==> src/hw/rtl/desp_pkg.sv <==
// shared types and codes of the digitizer event stream parser
// no dependencies
`timescale 1ns / 1ps

package desp_pkg;

    localparam int DataWidth = 16;

    // result kinds
    localparam logic [2:0] KIND_SPILL     = 3'd0;
    localparam logic [2:0] KIND_CH_HEADER = 3'd1;
    localparam logic [2:0] KIND_SAMPLE    = 3'd2;
    localparam logic [2:0] KIND_UNKNOWN   = 3'd3;
    localparam logic [2:0] KIND_TRUNCATED = 3'd4;

    typedef struct packed {
        logic [2:0]  kind;
        logic [11:0] geo;
        logic [7:0]  channel;
        logic [31:0] timestamp;
        logic [16:0] begin_position;
        logic [15:0] sample;
        logic [31:0] header_word;
        logic        last;
    } result_t;

    typedef struct packed {
        logic [DataWidth-1:0] data_word;
        logic                 last_in_buffer;
    } beat_t;

endpackage

==> src/hw/rtl/desp_in_if.sv <==
// input channel: one halfword beat with valid/ready
// depends on nothing
`timescale 1ns / 1ps

interface desp_in_if;
    logic        valid;
    logic        ready;
    logic [15:0] data_word;
    logic        last_in_buffer;

    modport source (output valid, output data_word, output last_in_buffer, input ready);
    modport sink   (input valid, input data_word, input last_in_buffer, output ready);
endinterface

==> src/hw/rtl/desp_out_if.sv <==
// result channel: one parsed result beat with valid/ready
// depends on nothing
`timescale 1ns / 1ps

interface desp_out_if;
    logic        valid;
    logic        ready;
    logic [2:0]  kind;
    logic [11:0] geo;
    logic [7:0]  channel;
    logic [31:0] timestamp;
    logic [16:0] begin_position;
    logic [15:0] sample;
    logic [31:0] header_word;
    logic        last;

    modport source (output valid, output kind, output geo, output channel, output timestamp,
                    output begin_position, output sample, output header_word, output last,
                    input ready);
    modport sink   (input valid, input kind, input geo, input channel, input timestamp,
                    input begin_position, input sample, input header_word, input last,
                    output ready);
endinterface

==> src/hw/rtl/digitizer_event_stream_parser.sv <==
// top level of the digitizer event stream parser
// depends on desp_pkg, desp_in_if, desp_out_if, desp_core, desp_out_reg
`timescale 1ns / 1ps

// Parses a digitizer readout buffer given as 16-bit halfwords, low half of
// each 32-bit word first, one halfword per beat on words. Results (spill
// tags, channel headers, samples, unknown-header and truncation errors) come
// out on results, at most one per input beat. Throughput is one halfword per
// clock: a beat is taken every cycle while the result side keeps up, and a
// beat that makes no result moves on even while a result waits. A result
// passes the input register, then the result register, before it shows on
// results. After an unknown header the rest of the buffer up to the beat
// marked last_in_buffer is dropped. pass_through may only be written while
// the block is idle; when set every halfword becomes a sample result.

module digitizer_event_stream_parser (
    input  logic       clk,
    input  logic       rst_n,
    input  logic       cfg_write_en,
    input  logic       cfg_write_data,
    desp_in_if.sink    words,
    desp_out_if.source results
);
    import desp_pkg::*;

    // configuration
    logic pass_through_reg;

    // input register
    logic  in_valid_reg, in_valid_next;
    beat_t in_beat_reg;

    logic    accept;
    logic    advance;
    logic    has_result;
    logic    out_free;
    result_t step_result;
    result_t out_data;

    always_ff @(posedge clk or negedge rst_n)
    begin
        if (!rst_n)
            pass_through_reg <= 1'b0;
        else if (cfg_write_en)
            pass_through_reg <= cfg_write_data;
    end

    // a held beat moves on if it makes no result or the result register frees up
    assign advance     = in_valid_reg && (!has_result || out_free);
    assign words.ready = !in_valid_reg || advance;
    assign accept      = words.valid && words.ready;

    always_comb
    begin
        in_valid_next = in_valid_reg;
        if (accept)
            in_valid_next = 1'b1;
        else if (advance)
            in_valid_next = 1'b0;
    end

    always_ff @(posedge clk or negedge rst_n)
    begin
        if (!rst_n)
            in_valid_reg <= 1'b0;
        else
            in_valid_reg <= in_valid_next;
    end

    // payload only, no reset
    always_ff @(posedge clk)
    begin
        if (accept)
        begin
            in_beat_reg.data_word      <= words.data_word;
            in_beat_reg.last_in_buffer <= words.last_in_buffer;
        end
    end

    // parse state and step logic, committed when the beat advances
    desp_core u_core (
        .clk          (clk),
        .rst_n        (rst_n),
        .pass_through (pass_through_reg),
        .beat         (in_beat_reg),
        .commit       (advance),
        .result       (step_result),
        .has_result   (has_result)
    );

    // result register feeding the result channel
    desp_out_reg u_out (
        .clk       (clk),
        .rst_n     (rst_n),
        .load      (advance && has_result),
        .load_data (step_result),
        .take      (results.ready),
        .valid     (results.valid),
        .free      (out_free),
        .data      (out_data)
    );

    assign results.kind           = out_data.kind;
    assign results.geo            = out_data.geo;
    assign results.channel        = out_data.channel;
    assign results.timestamp      = out_data.timestamp;
    assign results.begin_position = out_data.begin_position;
    assign results.sample         = out_data.sample;
    assign results.header_word    = out_data.header_word;
    assign results.last           = out_data.last;

endmodule

==> src/hw/rtl/desp_core.sv <==
// parse state registers and the single-pass step logic
// depends on desp_pkg
`timescale 1ns / 1ps

module desp_core (
    input  logic             clk,
    input  logic             rst_n,
    input  logic             pass_through,
    input  desp_pkg::beat_t  beat,
    input  logic             commit,
    output desp_pkg::result_t result,
    output logic             has_result
);
    import desp_pkg::*;

    localparam logic [1:0] MODE_EVENT   = 2'd0;
    localparam logic [1:0] MODE_CHHDR   = 2'd1;
    localparam logic [1:0] MODE_SAMPLES = 2'd2;
    localparam logic [1:0] MODE_DISCARD = 2'd3;

    logic [1:0]  mode_reg, mode_next;
    logic [2:0]  phase_reg, phase_next;
    logic [15:0] low_half_reg, low_half_next;
    logic [31:0] first_word_reg, first_word_next;
    logic [4:0]  board_slot_reg, board_slot_next;
    logic        spill_reg, spill_next;
    logic [31:0] event_time_reg, event_time_next;
    logic [24:0] remaining_reg, remaining_next;
    logic [11:0] ch_slot_reg, ch_slot_next;
    logic [7:0]  ch_index_reg, ch_index_next;
    logic [13:0] samples_reg, samples_next;
    logic [15:0] start_pos_reg, start_pos_next;

    logic [15:0] w;
    logic [31:0] word32;
    logic [24:0] remaining_dec;
    logic [13:0] samples_dec;
    logic        clean;

    always_comb
    begin
        w             = beat.data_word;
        word32        = {w, low_half_reg};
        remaining_dec = (remaining_reg != '0) ? remaining_reg - 25'd1 : remaining_reg;
        samples_dec   = (samples_reg != '0) ? samples_reg - 14'd1 : samples_reg;

        mode_next       = mode_reg;
        phase_next      = phase_reg;
        low_half_next   = low_half_reg;
        first_word_next = first_word_reg;
        board_slot_next = board_slot_reg;
        spill_next      = spill_reg;
        event_time_next = event_time_reg;
        remaining_next  = remaining_reg;
        ch_slot_next    = ch_slot_reg;
        ch_index_next   = ch_index_reg;
        samples_next    = samples_reg;
        start_pos_next  = start_pos_reg;
        result          = '0;
        has_result      = 1'b0;
        clean           = 1'b0;

        if (pass_through)
        begin
            result.kind   = KIND_SAMPLE;
            result.geo    = 12'd2;
            result.sample = w;
            result.last   = beat.last_in_buffer;
            has_result    = 1'b1;
        end
        else
        begin
            unique case (mode_reg)
                MODE_EVENT:
                begin
                    unique case (phase_reg)
                        3'd1:
                        begin
                            if (w[15:12] != 4'ha)
                            begin
                                result.kind        = KIND_UNKNOWN;
                                result.header_word = word32;
                                has_result         = 1'b1;
                                mode_next          = MODE_DISCARD;
                            end
                            else
                            begin
                                first_word_next = word32;
                                remaining_next  = (word32[23:0] > 24'd6) ?
                                                  {1'b0, word32[23:0] - 24'd6} : '0;
                                phase_next      = 3'd2;
                            end
                        end
                        3'd3:
                        begin
                            board_slot_next = w[15:11];
                            spill_next      = ({w[7:0], low_half_reg[15:8]} == 16'hfff7);
                            phase_next      = 3'd4;
                        end
                        3'd5:
                        begin
                            event_time_next = word32;
                            if (spill_reg)
                            begin
                                result.kind        = KIND_SPILL;
                                result.geo         = {7'd0, board_slot_reg};
                                result.channel     = 8'hff;
                                result.timestamp   = word32;
                                result.header_word = first_word_reg;
                                result.last        = 1'b1;
                                has_result         = 1'b1;
                            end
                            mode_next  = (remaining_reg != '0) ? MODE_CHHDR : MODE_EVENT;
                            phase_next = 3'd0;
                        end
                        default:
                        begin
                            low_half_next = w;
                            phase_next    = phase_reg + 3'd1;
                        end
                    endcase
                end
                MODE_CHHDR:
                begin
                    remaining_next = remaining_dec;
                    unique case (phase_reg)
                        3'd1:
                        begin
                            if (w[15:12] != 4'h3)
                            begin
                                result.kind        = KIND_UNKNOWN;
                                result.header_word = word32;
                                has_result         = 1'b1;
                                mode_next          = MODE_DISCARD;
                            end
                            else
                            begin
                                ch_slot_next  = w[11:0];
                                ch_index_next = low_half_reg[7:0];
                                phase_next    = 3'd2;
                            end
                        end
                        3'd3:
                        begin
                            start_pos_next        = low_half_reg;
                            samples_next          = w[13:0];
                            result.kind           = KIND_CH_HEADER;
                            result.geo            = ch_slot_reg;
                            result.channel        = ch_index_reg;
                            result.timestamp      = event_time_reg;
                            result.begin_position = {low_half_reg, 1'b0};
                            result.last           = (w[13:0] == '0);
                            has_result            = 1'b1;
                            if (w[13:0] != '0)
                            begin
                                mode_next  = MODE_SAMPLES;
                                phase_next = 3'd0;
                            end
                            else
                            begin
                                mode_next  = (remaining_dec != '0) ? MODE_CHHDR : MODE_EVENT;
                                phase_next = 3'd0;
                            end
                        end
                        default:
                        begin
                            low_half_next = w;
                            phase_next    = phase_reg + 3'd1;
                        end
                    endcase
                end
                MODE_SAMPLES:
                begin
                    remaining_next        = remaining_dec;
                    samples_next          = samples_dec;
                    result.kind           = KIND_SAMPLE;
                    result.geo            = ch_slot_reg;
                    result.channel        = ch_index_reg;
                    result.timestamp      = event_time_reg;
                    result.begin_position = {start_pos_reg, 1'b0};
                    result.sample         = w;
                    result.last           = (samples_dec == '0);
                    has_result            = 1'b1;
                    if (samples_dec == '0)
                    begin
                        mode_next  = (remaining_dec != '0) ? MODE_CHHDR : MODE_EVENT;
                        phase_next = 3'd0;
                    end
                end
                MODE_DISCARD:
                begin
                end
            endcase

            // end of buffer: flag an unfinished event or record, then resync
            if (beat.last_in_buffer)
            begin
                clean = (mode_next == MODE_EVENT && phase_next == 3'd0) ||
                        (mode_next == MODE_DISCARD);
                if (!clean && !(has_result && result.kind == KIND_UNKNOWN))
                begin
                    result      = '0;
                    result.kind = KIND_TRUNCATED;
                    has_result  = 1'b1;
                end
                mode_next  = MODE_EVENT;
                phase_next = 3'd0;
            end
        end
    end

    always_ff @(posedge clk or negedge rst_n)
    begin
        if (!rst_n)
        begin
            mode_reg       <= MODE_EVENT;
            phase_reg      <= '0;
            low_half_reg   <= '0;
            first_word_reg <= '0;
            board_slot_reg <= '0;
            spill_reg      <= 1'b0;
            event_time_reg <= '0;
            remaining_reg  <= '0;
            ch_slot_reg    <= '0;
            ch_index_reg   <= '0;
            samples_reg    <= '0;
            start_pos_reg  <= '0;
        end
        else if (commit)
        begin
            mode_reg       <= mode_next;
            phase_reg      <= phase_next;
            low_half_reg   <= low_half_next;
            first_word_reg <= first_word_next;
            board_slot_reg <= board_slot_next;
            spill_reg      <= spill_next;
            event_time_reg <= event_time_next;
            remaining_reg  <= remaining_next;
            ch_slot_reg    <= ch_slot_next;
            ch_index_reg   <= ch_index_next;
            samples_reg    <= samples_next;
            start_pos_reg  <= start_pos_next;
        end
    end

endmodule

==> src/hw/rtl/desp_out_reg.sv <==
// result register between the step logic and the result channel
// depends on desp_pkg
`timescale 1ns / 1ps

module desp_out_reg (
    input  logic              clk,
    input  logic              rst_n,
    input  logic              load,
    input  desp_pkg::result_t load_data,
    input  logic              take,
    output logic              valid,
    output logic              free,
    output desp_pkg::result_t data
);
    import desp_pkg::*;

    logic    valid_reg, valid_next;
    result_t data_reg;

    always_comb
    begin
        valid_next = valid_reg;
        if (load)
            valid_next = 1'b1;
        else if (take)
            valid_next = 1'b0;
    end

    always_ff @(posedge clk or negedge rst_n)
    begin
        if (!rst_n)
            valid_reg <= 1'b0;
        else
            valid_reg <= valid_next;
    end

    always_ff @(posedge clk)
    begin
        if (load)
            data_reg <= load_data;
    end

    assign valid = valid_reg;
    assign free  = !valid_reg || take;
    assign data  = data_reg;

endmodule

==> src/flat_wrapper.sv <==
// flat-port wrapper written by rule: the top's interface ports become plain ports
module digitizer_event_stream_parser_flat import desp_pkg::*;
  (clk, rst_n, cfg_write_en, cfg_write_data, words_valid, words_data_word, words_last_in_buffer, words_ready, results_valid, results_kind, results_geo, results_channel, results_timestamp, results_begin_position, results_sample, results_header_word, results_last, results_ready);
  desp_in_if words_i ();
  desp_out_if results_i ();
  input  logic clk;
  input  logic rst_n;
  input  logic cfg_write_en;
  input  logic cfg_write_data;
  input wire logic [$bits(words_i.valid)-1:0] words_valid;
  input wire logic [$bits(words_i.data_word)-1:0] words_data_word;
  input wire logic [$bits(words_i.last_in_buffer)-1:0] words_last_in_buffer;
  output wire logic [$bits(words_i.ready)-1:0] words_ready;
  output wire logic [$bits(results_i.valid)-1:0] results_valid;
  output wire logic [$bits(results_i.kind)-1:0] results_kind;
  output wire logic [$bits(results_i.geo)-1:0] results_geo;
  output wire logic [$bits(results_i.channel)-1:0] results_channel;
  output wire logic [$bits(results_i.timestamp)-1:0] results_timestamp;
  output wire logic [$bits(results_i.begin_position)-1:0] results_begin_position;
  output wire logic [$bits(results_i.sample)-1:0] results_sample;
  output wire logic [$bits(results_i.header_word)-1:0] results_header_word;
  output wire logic [$bits(results_i.last)-1:0] results_last;
  input wire logic [$bits(results_i.ready)-1:0] results_ready;
  assign words_i.valid = words_valid;
  assign words_i.data_word = words_data_word;
  assign words_i.last_in_buffer = words_last_in_buffer;
  assign words_ready = words_i.ready;
  assign results_valid = results_i.valid;
  assign results_kind = results_i.kind;
  assign results_geo = results_i.geo;
  assign results_channel = results_i.channel;
  assign results_timestamp = results_i.timestamp;
  assign results_begin_position = results_i.begin_position;
  assign results_sample = results_i.sample;
  assign results_header_word = results_i.header_word;
  assign results_last = results_i.last;
  assign results_i.ready = results_ready;
  digitizer_event_stream_parser u_core (.clk(clk), .rst_n(rst_n), .cfg_write_en(cfg_write_en), .cfg_write_data(cfg_write_data), .words(words_i), .results(results_i));
endmodule
==> config.mk <==
export PLATFORM = sky130hd
export DESIGN_NAME = digitizer_event_stream_parser_flat
export DESIGN_NICKNAME = d
export VERILOG_FILES = /design/src/hw/rtl/desp_pkg.sv /design/src/hw/rtl/desp_in_if.sv /design/src/hw/rtl/desp_out_if.sv /design/src/hw/rtl/digitizer_event_stream_parser.sv /design/src/hw/rtl/desp_core.sv /design/src/hw/rtl/desp_out_reg.sv /design/src/flat_wrapper.sv
export SDC_FILE = /design/constraint.sdc
export NUM_CORES = 1
export LEC_CHECK = 0
export BUFFER_PORTS_ARGS = -buffer_cell sky130_fd_sc_hd__buf_2
export CORE_MARGIN = 2
export CORE_UTILIZATION = 54
export CTS_CLUSTER_DIAMETER = 150
export CTS_CLUSTER_SIZE = 8
export DETAILED_ROUTE_END_ITERATION = 12
export GPL_TIMING_DRIVEN = 0
export MAX_ROUTING_LAYER = met4
export PLACE_DENSITY = 0.82
export SLEW_MARGIN = 20
export SYNTH_ARGS = -nofsm -noshare
export SYNTH_HDL_FRONTEND = slang
export SYNTH_SLANG_ARGS = --single-unit
==> constraint.sdc <==
create_clock -name clk -period 8.6 [get_ports clk]
set_clock_uncertainty 0.15 [all_clocks]
set_input_delay 1.72 -clock clk [delete_from_list [all_inputs] [get_ports clk]]
set_output_delay 1.72 -clock clk [all_outputs]
set_load 0.01 [all_outputs]
# ---- Yosys cells after proc, flatten, opt, wreduce, memory -nomap -nowiden
# Cells that the tools add are included.
dict set report totals {
  reg_bits 307
  in_bits 23
  output_inout_bits 123
  word_cells 157
}
dict set report classes {
  n_addsub 4
  order_cmp 1
  n_eq_ne 15
  n_mux 68
  n_bitwise 3
  n_reduce_logical 41
}
# operator n
set ops {}
lappend ops {{121-bit two-way mux} 2}
lappend ops {{55-bit one-hot mux with 3 select lines} 1}
lappend ops {{32-bit one-hot mux with 2 select lines} 2}
lappend ops {{32-bit two-way mux} 3}
lappend ops {{45-bit two-way mux} 2}
lappend ops {{25-bit two-way mux} 3}
lappend ops {{69-bit two-way mux} 1}
lappend ops {{16-bit two-way mux} 4}
lappend ops {{55-bit two-way mux} 1}
lappend ops {{25-bit one-hot mux with 2 select lines} 1}
lappend ops {{25-bit nonzero test} 2}
lappend ops {{17-bit one-hot mux with 2 select lines} 1}
lappend ops {{33-bit two-way mux} 1}
lappend ops {{16-bit one-hot mux with 2 select lines} 1}
lappend ops {{14-bit logical NOT} 2}
lappend ops {{14-bit two-way mux} 2}
lappend ops {{14-bit one-hot mux with 2 select lines} 1}
lappend ops {{14-bit nonzero test} 2}
lappend ops {{25-bit by 1-bit subtractor with 25-bit output (second input constant)} 1}
lappend ops {{24-bit by 3-bit > comparator with 1-bit output (second input constant)} 1}
lappend ops {{24-bit two-way mux} 1}
lappend ops {{24-bit by 3-bit subtractor with 24-bit output (second input constant)} 1}
lappend ops {{5-bit AND reduction} 4}
lappend ops {{3-bit one-hot mux with 3 select lines} 2}
lappend ops {{other kinds (31)} 90}

# ---- Longest topological paths before layout
# Gate-level depths: netlist (run 1).
dict set report logic_depth {
  ltp_word 22
  mapped_depth 16
  mapped_depth_nobuf 12
}

# ---- Modules after synthesis
# A second synthesis (run 1) with hierarchy kept.
dict set report hier_totals {
  hier_cells 1283
  hier_area_um2 14666.6
}
# module instances cells_each area_each_um2 seq_area_each_um2
set by_module_without_submodules {}
lappend by_module_without_submodules {desp_core 1 1133 10359.9 4154.0}
lappend by_module_without_submodules {desp_out_reg 1 124 3681.0 3658.5}
lappend by_module_without_submodules {digitizer_event_stream_parser 1 26 625.6 560.5}

# ---- Worst setup path after synthesis (run 1)
# Ideal clock, no wire load.
dict set report synth_timing {
  path_kind {register to register}
  startpoint {register u_core.u_core.samples_reg[0]}
  endpoint {register u_core.u_out.data_reg (netlist bit u_core.u_out.data[0]) (enable)}
  setup_time_ns 0.601
  t_arrival_ns 8.314
  required_time_ns 7.849
  slack_ns -0.465
  stages_incl_launch_ff 15
  n_path_buf 2
  synth_period_minus_slack_ns 9.065
  path_cell_list {dfrtp_1 clkbuf_1 inv_1 ha_1 or3b_1 clkbuf_1 o41a_1 a221o_1 or4_4 o32a_1 a21oi_1 o2bb2ai_2 nor2_1 o31ai_1 nor2_1}
}
dict set report synth_between {
  elab_chain_len 18
  elab_cells_between_ends 24
  classes_between {1 x add/sub; 1 x eq/ne; 10 x mux; 12 x reduce/logical}
}
# element line
set synth_lines {}
lappend synth_lines {{start, declared} desp_core.sv:31} ;# logic [13:0] samples_reg, samples_next;
lappend synth_lines {{start signal, assigned} desp_core.sv:241} ;# samples_reg <= samples_next;
lappend synth_lines {{14-bit by 1-bit subtractor with 14-bit output / 14-bit nonzero test (equally long branches)} desp_core.sv:45} ;# samples_dec = (samples_reg != '0) ? samples_reg - 14'd1 : samples_reg;
lappend synth_lines {{14-bit two-way mux *} desp_core.sv:45}
lappend synth_lines {{14-bit logical NOT *} desp_core.sv:184} ;# if (samples_dec == '0)
lappend synth_lines {{3-bit two-way mux / 2-bit two-way mux (equally long branches)} desp_core.sv:184}
lappend synth_lines {{3-bit one-hot mux with 3 select lines / 2-bit one-hot mux with 3 select lines (equally long branches)} desp_core.sv:73} ;# unique case (mode_reg)
lappend synth_lines {{3-bit two-way mux / 2-bit two-way mux (equally long branches)} desp_core.sv:63} ;# if (pass_through)
lappend synth_lines {{3-bit logical NOT / 2-bit logical NOT (equally long branches)} desp_core.sv:198} ;# clean = (mode_next == MODE_EVENT && phase_next == 3'd0) ||
lappend synth_lines {{1-bit logical AND} desp_core.sv:198}
lappend synth_lines {{[... 3 more ...]} n/a}
lappend synth_lines {{1-bit two-way mux *} desp_core.sv:200} ;# if (!clean && !(has_result && result.kind == KIND_UNKNOWN))
lappend synth_lines {{1-bit two-way mux *} desp_core.sv:196} ;# if (beat.last_in_buffer)
lappend synth_lines {{1-bit two-way mux *} desp_core.sv:63}
lappend synth_lines {{1-bit logical NOT} digitizer_event_stream_parser.sv:49} ;# assign advance = in_valid_reg && (!has_result || out_free);
lappend synth_lines {{1-bit logical OR} digitizer_event_stream_parser.sv:49}
lappend synth_lines {{1-bit logical AND} digitizer_event_stream_parser.sv:49}
lappend synth_lines {{1-bit logical AND *} digitizer_event_stream_parser.sv:95} ;# .load (advance && has_result),
lappend synth_lines {{named net u_core.u_out.load} desp_out_reg.sv:8} ;# input logic load,
lappend synth_lines {{end signal, assigned} desp_out_reg.sv:40} ;# data_reg <= load_data;
lappend synth_lines {{end, declared} desp_out_reg.sv:18} ;# result_t data_reg;
# The timed path passes the listed nets; every way through them passes the cells marked *. The select of a mux whose other input is x is not followed.
# A chain may end at the register's enable or synchronous reset.

# ---- Worst setup path in the final report (run 1)
dict set report layout_timing {
  startpoint {register u_core.u_core.remaining_reg[8]}
  endpoint {output port words_ready}
}
dict set report layout_between {
  elab_chain_len 20
  elab_cells_between_ends 25
  classes_between {1 x add/sub; 1 x eq/ne; 12 x mux; 11 x reduce/logical}
}
# element line
set layout_lines {}
lappend layout_lines {{start, declared} desp_core.sv:28} ;# logic [24:0] remaining_reg, remaining_next;
lappend layout_lines {{start signal, assigned} desp_core.sv:238} ;# remaining_reg <= remaining_next;
lappend layout_lines {{25-bit by 1-bit subtractor with 25-bit output / 25-bit nonzero test (equally long branches)} {desp_core.sv:44, desp_core.sv:113}}
lappend layout_lines {{25-bit two-way mux} desp_core.sv:44} ;# remaining_dec = (remaining_reg != '0) ? remaining_reg - 25'd1 : remaining_reg;
lappend layout_lines {{25-bit nonzero test} {desp_core.sv:161, desp_core.sv:186}}
lappend layout_lines {{1-bit two-way mux} {desp_core.sv:161, desp_core.sv:186}}
lappend layout_lines {{2-bit two-way mux} desp_core.sv:154} ;# if (w[13:0] != '0)
lappend layout_lines {{2-bit one-hot mux with 2 select lines} desp_core.sv:126} ;# unique case (phase_reg)
lappend layout_lines {{2-bit one-hot mux with 3 select lines *} desp_core.sv:73}
lappend layout_lines {{2-bit two-way mux *} desp_core.sv:63}
lappend layout_lines {{[... 4 more ...]} n/a}
lappend layout_lines {{1-bit logical AND *} desp_core.sv:200}
lappend layout_lines {{1-bit two-way mux *} desp_core.sv:200}
lappend layout_lines {{1-bit two-way mux *} desp_core.sv:196}
lappend layout_lines {{1-bit two-way mux *} desp_core.sv:63}
lappend layout_lines {{1-bit logical NOT *} digitizer_event_stream_parser.sv:49}
lappend layout_lines {{1-bit logical OR *} digitizer_event_stream_parser.sv:49}
lappend layout_lines {{1-bit logical AND *} digitizer_event_stream_parser.sv:49}
lappend layout_lines {{1-bit logical OR *} digitizer_event_stream_parser.sv:50} ;# assign words.ready = !in_valid_reg || advance;
lappend layout_lines {{end, declared} flat_wrapper.sv:13} ;# output wire logic [$bits(words_i.ready)-1:0] words_ready;
# Every way passes the cells marked *; elsewhere a longest branch is shown, timed or not. The select of a mux whose other input is x is not followed.

==> metrics.csv, run 1 <==
metric;value;unit
total gr overflow;0;
post-synthesis cell area;14800;um^2
number of global-route vias before repair;11662;
Setup Fix Bufs, Post-CTS;0;
setup TNS;0;ns
htree depth;2;
Total Routed Length;45200;um
first-pass GRT wire length;68400;um
Total GRT Usage;32.2;%
Mapped Nets;1337;
Ports;146;
R2R Setup Slk;2.62;ns
leakage;7.06;nW
antenna violations before repair;3;
CTS tree;built;
initial core utilization;55.0;%
CTS buffer count;44;
Placement Rows;60;
max FFs per register;120;
gr busiest metal;met2;
post-synth cell types;81;
Hold Path Class;register to register;
first-pass detailed-route iteration total;5;
#FFs+latches synth;306;
Die Y-Extent;170;um
status;finished clean;
maximum VDD drop;0.242;mV
commonest non-fill, non-tap cells in the layout;169 x dfrtp_1, 152 x buf_2, 137 x edfxtp_1, 134 x nor2_1, 133 x clkbuf_1;
Hold Startpoint;u_core.u_core.first_word_reg[29];
synth warn;0;
RSZ-0062 raised after global routing;false;
worst setup margin;1.36;ns
Iter 0 DRT Violations;1474;
area of the multi-input gates;5940;um^2
reg2reg path depth;15;
met3 Usage GRT;7.21;%
Syn Inst Count;1304;
share of layout cells above drive strength 1;23.0;%
critical path class;register to output port;
worst endpoint required time;6.73;ns
commonest non-fill, non-tap cell in the layout;dfrtp_1;
CP arrival;5.37;ns
pin count of the biggest net entering global routing;101;
worst slew pin tran;1.09;ns
worst hold stages;1;
Detailed Place HPWL;30500;um
clk_lat worst skew;0.55;ns
met1 Use GR;42.3;%
clk slew on worst S/H paths;0.05;ns
post-CTS sizing;0;
hold endpoint;u_core.u_core.first_word_reg[29];
clock period minus worst slack;7.24;ns
Fmax;0.138;GHz
DR vias;12221;
PortBufs;144;
dpl ws;1.97;ns
count of final max-slew check failures;0;
core footprint;27000;um^2
detailed-route DRC error count;0;
hold violation count in the final report;0;
Filler cells;2027;
CP Capture Type;output port;
endpoints failing setup;0;
met2 Use GR;48.4;%
post-layout util;64.7;%
drt wl/cell;24.1;um
Avg Cell Area, Syn;11.4;um^2
CP Max Fanout;8;
Post-synth EDFFs;137;
Die Wd;170;um
RR Endpoint;u_core.u_out.data[46];
Seq/Total Area, Yosys;56.2;%
register area;8340;um^2
power per cell area;359;nW/um^2
Routed Antenna Nets;0;
synthesis-to-layout area growth;17.6;%
die area;28800;um^2
type of origin of the critical path;register;
CTS root buffer;clkbuf_16;
Final period util;84.2;%
nets;1533;
CTS Buffer Depth;3;
# hold bufs at CTS;0;
RD Place Congestion;1.00;
FF-to-FF Start;u_core.u_core.samples_reg[0];
max_slew headroom;26.6;%
vias per cell;6.52;
Synth Flop Type;dfrtp_1;
Async SR Flop Fraction;55.2;%
Max-Cap Viols;0;
clock sink count;306;
kinds of logic (layout without fill, tap and decap cells):
logic type / after synthesis / count (layout) / synth area share (%)
AND/OR/NAND/NOR: 422 / 422 / 14.4
flip-flops: 306 / 306 / 56.2
AO/OA/AOI/OAI: 277 / 277 / 13.8
buffers and inverters: 142 / 369 / 3.80
multiplexers: 123 / 123 / 9.55
XOR/XNOR: 23 / 23 / 1.36
adder cells (fa/ha/maj): 10 / 10 / 0.844
other: 1 / 3 / 0.0253
critical path, stage by stage, from the launching register on:
cell,delay [ns]
dfrtp_1,0.35
clkbuf_1,0.17
nor4_1,0.81
nand4_1,0.51
o2111ai_1,0.47
nor2_1,0.14
nor4b_1,0.53
a21oi_1,0.23
o2bb2ai_2,0.39
nor2_1,0.12
o31ai_1,0.74
or2_2,0.22
buf_2,0.12
per-stage QoR:
step / total power, mW / cells / instance area (um^2) / hold WS (ns)
2_1_floorplan: 3.69 / 1304 / 14800 / 0.290
4_1_cts: 6.21 / 1872 / 17400 / 0.320
3_5_place_dp: 4.59 / 1795 / 16200 / 0.308
6_report: 6.27 / 1874 / 17400 / 0.321
5_1_grt: 6.53 / 1874 / 17400 / 0.338
3_3_place_gp: 4.49 / 1789 / 16000 / 0.302
how the worst max path moves through the flow:
stage	from	to	slack [ns]
3_3_place_gp	u_core.u_core.samples_reg[0]	u_core.u_out.data[111]	-0.07
3_5_place_dp	u_core.u_core.samples_reg[0]	words_ready	1.97
2_1_floorplan	u_core.u_core.samples_reg[0]	u_core.u_out.data[0]	1.56
5_1_grt	u_core.u_core.remaining_reg[8]	words_ready	0.94
6_report	u_core.u_core.remaining_reg[8]	words_ready	1.36
4_1_cts	u_core.u_core.samples_reg[0]	words_ready	1.40
power by group:
group | leakage, nW | internal (mW) | total, mW | switching [mW]
Combinational | 2.91 | 0.790 | 2.38 | 1.59
Sequential | 3.54 | 2.03 | 2.28 | 0.250
Clock | 0.612 | 0.975 | 1.61 | 0.634
Total | 7.06 | 3.80 | 6.27 | 2.47
layer usage:
layer  routed length (um)  vias up  share of wire, %
met5                    0        -                 0
met3                 4630      150                10
met4                 2180        0               4.8
met2                20400      814                45
met1                17900     5958                40
li1                     -     5299                 -
area by class of cell:
class                           instances  area share, %
Antenna cell                            2         0.0287
Buffer                                120           2.76
Clock buffer                           74           7.08
Clock inverter                          3          0.280
Inverter                               22          0.473
Multi-Input combinational cell        856           34.0
Sequential cell                       306           47.8
Tap cell                              341           2.45
Timing Repair Buffer                  150           5.09
synth_stat cells, types with 7 or more instances:
cell | n | area, um^2
nand2_1 | 71 | 267
a21oi_1 | 34 | 170
nor2_1 | 135 | 507
or3_1 | 8 | 50.1
or4_1 | 19 | 143
nand4_1 | 10 | 62.6
mux2_2 | 108 | 1220
xor2_1 | 12 | 105
nand2b_1 | 12 | 75.1
o311ai_0 | 8 | 70.1
and2_1 | 9 | 56.3
a22oi_1 | 87 | 653
nor3_1 | 53 | 265
inv_1 | 21 | 78.8
nor4_1 | 24 | 150
or2_2 | 7 | 43.8
nor2b_1 | 21 | 131
a31oi_1 | 8 | 50.1
ha_1 | 10 | 125
xnor2_1 | 11 | 96.3
o21ai_0 | 21 | 105
o31ai_1 | 15 | 113
nand3_1 | 22 | 110
a211oi_1 | 9 | 67.6
mux2_4 | 10 | 150
o211ai_1 | 20 | 150
o2111ai_1 | 7 | 61.3
edfxtp_1 | 137 | 4110
clkbuf_1 | 104 | 390
dfrtp_1 | 169 | 4230
buf_2 | 9 | 45.0
Note: power is estimated with default switching activity, not from simulation.
==> inputs of run 2 (changes only) <==
==> constraint.sdc (replaced) <==
create_clock -name clk -period 6.4 [get_ports clk]
set_clock_uncertainty 0.15 [all_clocks]
set_input_delay 1.28 -clock clk [delete_from_list [all_inputs] [get_ports clk]]
set_output_delay 1.28 -clock clk [all_outputs]
set_load 0.01 [all_outputs]
==> run 2 against run 1 <==
- final cell count barely moved
- worst hold slack barely moved
- register-to-register slack got worse by 2.1 ns
- via count fell by 0.97%
- sequential power rose by 35%
- flip-flop and latch count did not move
- largest power group unchanged
- global-route usage rose by 0.11 points
- core utilization barely moved
- first-iteration DRC count rose by 0.27%
==> metrics.csv, run 2 (synthesis gave the netlist of run 1 again) <==
metric;value;unit;change
clk slew on worst S/H paths;0.05;ns;about the same
Fmax;0.162;GHz;
CP Max Fanout;10;;+2
total power;8.38;mW;+34%
htree depth;2;;unchanged
commonest non-fill, non-tap cell in the layout;dfrtp_1;;
initial core utilization;55.0;%;unchanged
Max-Cap Viols;0;;unchanged
Met2 Routed Length;20600;um;+0.81%
worst endpoint required time;4.97;ns;-1.76 ns
antenna violations before repair;1;;-2
commonest non-fill, non-tap cells in the layout;169 x dfrtp_1, 152 x buf_2, 137 x edfxtp_1, 133 x clkbuf_1, 133 x nor2_1;;
Buf/Inv on CP;4;;+2
detailed-route DRC error count;0;;unchanged
status;finished clean;;
CP dominant cell by count;clkbuf_1;;
type of origin of the critical path;register;;
Detailed Place HPWL;30500;um;-0.32%
Hold Path Class;register to register;;
metal3 WL;4050;um;-12%
first-pass GRT wire length;69100;um;+1.0%
first-pass detailed-route iteration total;5;;unchanged
CTS Buffer Depth;3;;unchanged
clock period minus worst slack;6.17;ns;
die area;28800;um^2;unchanged
power per cell area;481;nW/um^2;+34%
DR vias;12103;;-0.97%
Largest stage delay, worst path;0.47;ns;-0.34 ns
Placement Rows;60;;unchanged
RD Place Congestion;0.979;;-2.5%
drt wl/cell;24.1;um;-0.18%
vias per cell;6.46;;-0.91%
Final period util;96.4;%;
DR top layer;met4;;
Die Y-Extent;170;um;unchanged
Worst path top cell family by delay;compound AO/OA/AOI/OAI gates;;
worst slew pin tran;0.997;ns;-0.0954 ns
critical path class;register to output port;;
RSZ-0062 raised after global routing;false;;
total gr overflow;0;;unchanged
count of final max-slew check failures;0;;unchanged
Area after DPL;16100;um^2;-0.23%
endpoints failing setup;0;;unchanged
worst setup margin;0.232;ns;-1.13 ns
# hold bufs at CTS;0;;unchanged
Total Routed Length;45100;um;-0.23%
maximum VDD drop;0.328;mV;+35%
Total GRT Usage;32.3;%;+0.11 points
Iter 0 DRT Violations;1478;;+0.27%
CP Capture Type;output port;;
max FFs per register;120;;unchanged
number of global-route vias before repair;11786;;+1.1%
Routed met1 length;18400;um;+2.7%
hold violation count in the final report;0;;unchanged
Routed Antenna Nets;0;;unchanged
PortBufs;144;;unchanged
Ports;146;;unchanged
core footprint;27000;um^2;unchanged
clock sink count;306;;unchanged
leakage;7.04;nW;-0.29%
CTS tree;built;;
final instance area;17400;um^2;about the same
pin count of the biggest net entering global routing;100;;-0.99%
Die Wd;170;um;unchanged
max_slew headroom;33.5;%;+6.9 points
CP arrival;4.74;ns;-0.63 ns
CTS buffer count;44;;unchanged
CTS root buffer;clkbuf_16;;
CP max stage cell;or4_4;;
nets;1534;;+0.065%
synthesis-to-layout area growth;17.6;%;about the same
clk_lat worst skew;0.54;ns;about the same
cells along the critical path;clkbuf_1 > inv_1 > ha_1 > or3b_1 > clkbuf_1 > o41a_1 > a221o_1 > or4_4 > o31ai_2 > o2111ai_1 > o2bb2ai_4 > nor2_2 > o31ai_4 > or2_2 > buf_2;;
dpl ws;0.0901;ns;-1.88 ns
share of layout cells above drive strength 1;23.4;%;+0.39 points
run 2: cell types whose count changed in the layout (fill, tap and decap cells not counted), sizes merged:
| cell | previous run | this run |
|---|---|---|
| inv | 23 | 22 |
| clkbuf | 179 | 178 |
| diode | 2 | 1 |
| clkinv | 2 | 3 |
| buf | 165 | 166 |
run 2: cell type report:
class / instances / area (um^2)
flip-flops and latches: 306 / 8340
repair buffers: 151 / 861
clock buffers: 73 / 1210
diodes: 1 / 2.50
fillers: 1993 / 9510
well taps: 341 / 427
multi-input cells: 856 / 6000
inverters: 22 / 82.6
clock inverters: 3 / 33.8
plain buffers: 120 / 482
run 2: power by group:
group / internal [mW] / switching (mW) / total [mW]
Clock: 1.28 / 0.835 / 2.11
Sequential: 2.73 / 0.350 / 3.08
Combinational: 1.06 / 2.13 / 3.19
Total: 5.06 / 3.32 / 8.38
run 2: path summary, 6_finish.rpt:
path	from	depth (start not counted)	slack [ns]	end
setup / recovery	u_core.u_core.samples_reg[0]	15	0.23	words_ready
hold / removal	u_core.u_core.first_word_reg[29]	1	0.32	u_core.u_core.first_word_reg[29]
setup reg to reg	u_core.u_core.samples_reg[0]	15	0.48	u_core.u_out.data[46]
hold reg to reg	u_core.u_core.first_word_reg[29]	1	0.32	u_core.u_core.first_word_reg[29]
max in group asynchronous	rst_n	2	4.64	u_core.u_core.event_time_reg[9]
min in group asynchronous	rst_n	1	0.56	u_core.u_core.remaining_reg[8]
run 2: metrics by stage:
stage | hold slack [ns] | instances | utilization, % | setup TNS [ns]
after floorplan | 0.290 | 1304 | - | 0
after global placement | 0.302 | 1789 | 59.3 | -84.70
after detailed placement | 0.307 | 1794 | 59.8 | 0
after CTS | 0.319 | 1870 | 64.5 | 0
after global routing | 0.351 | 1873 | 64.7 | 0
final | 0.321 | 1873 | 64.7 | 0
run 2: routing by layer:
metal  track usage, %  vias to the layer above
met5                -                        -
met4             13.8                        0
met3             5.78                      153
met2             48.3                      707
met1             43.9                     5940
li1                 -                     5303
run 2: what timing repair did:
action | CTS | global route
endpoints found under the setup margin | 1 | 1
pin swaps | 0 | 1
hold endpoints to repair | 0 | 0
buffers inserted | 0 | 2
resized for setup | 4 | 5
gates cloned | 0 | 0
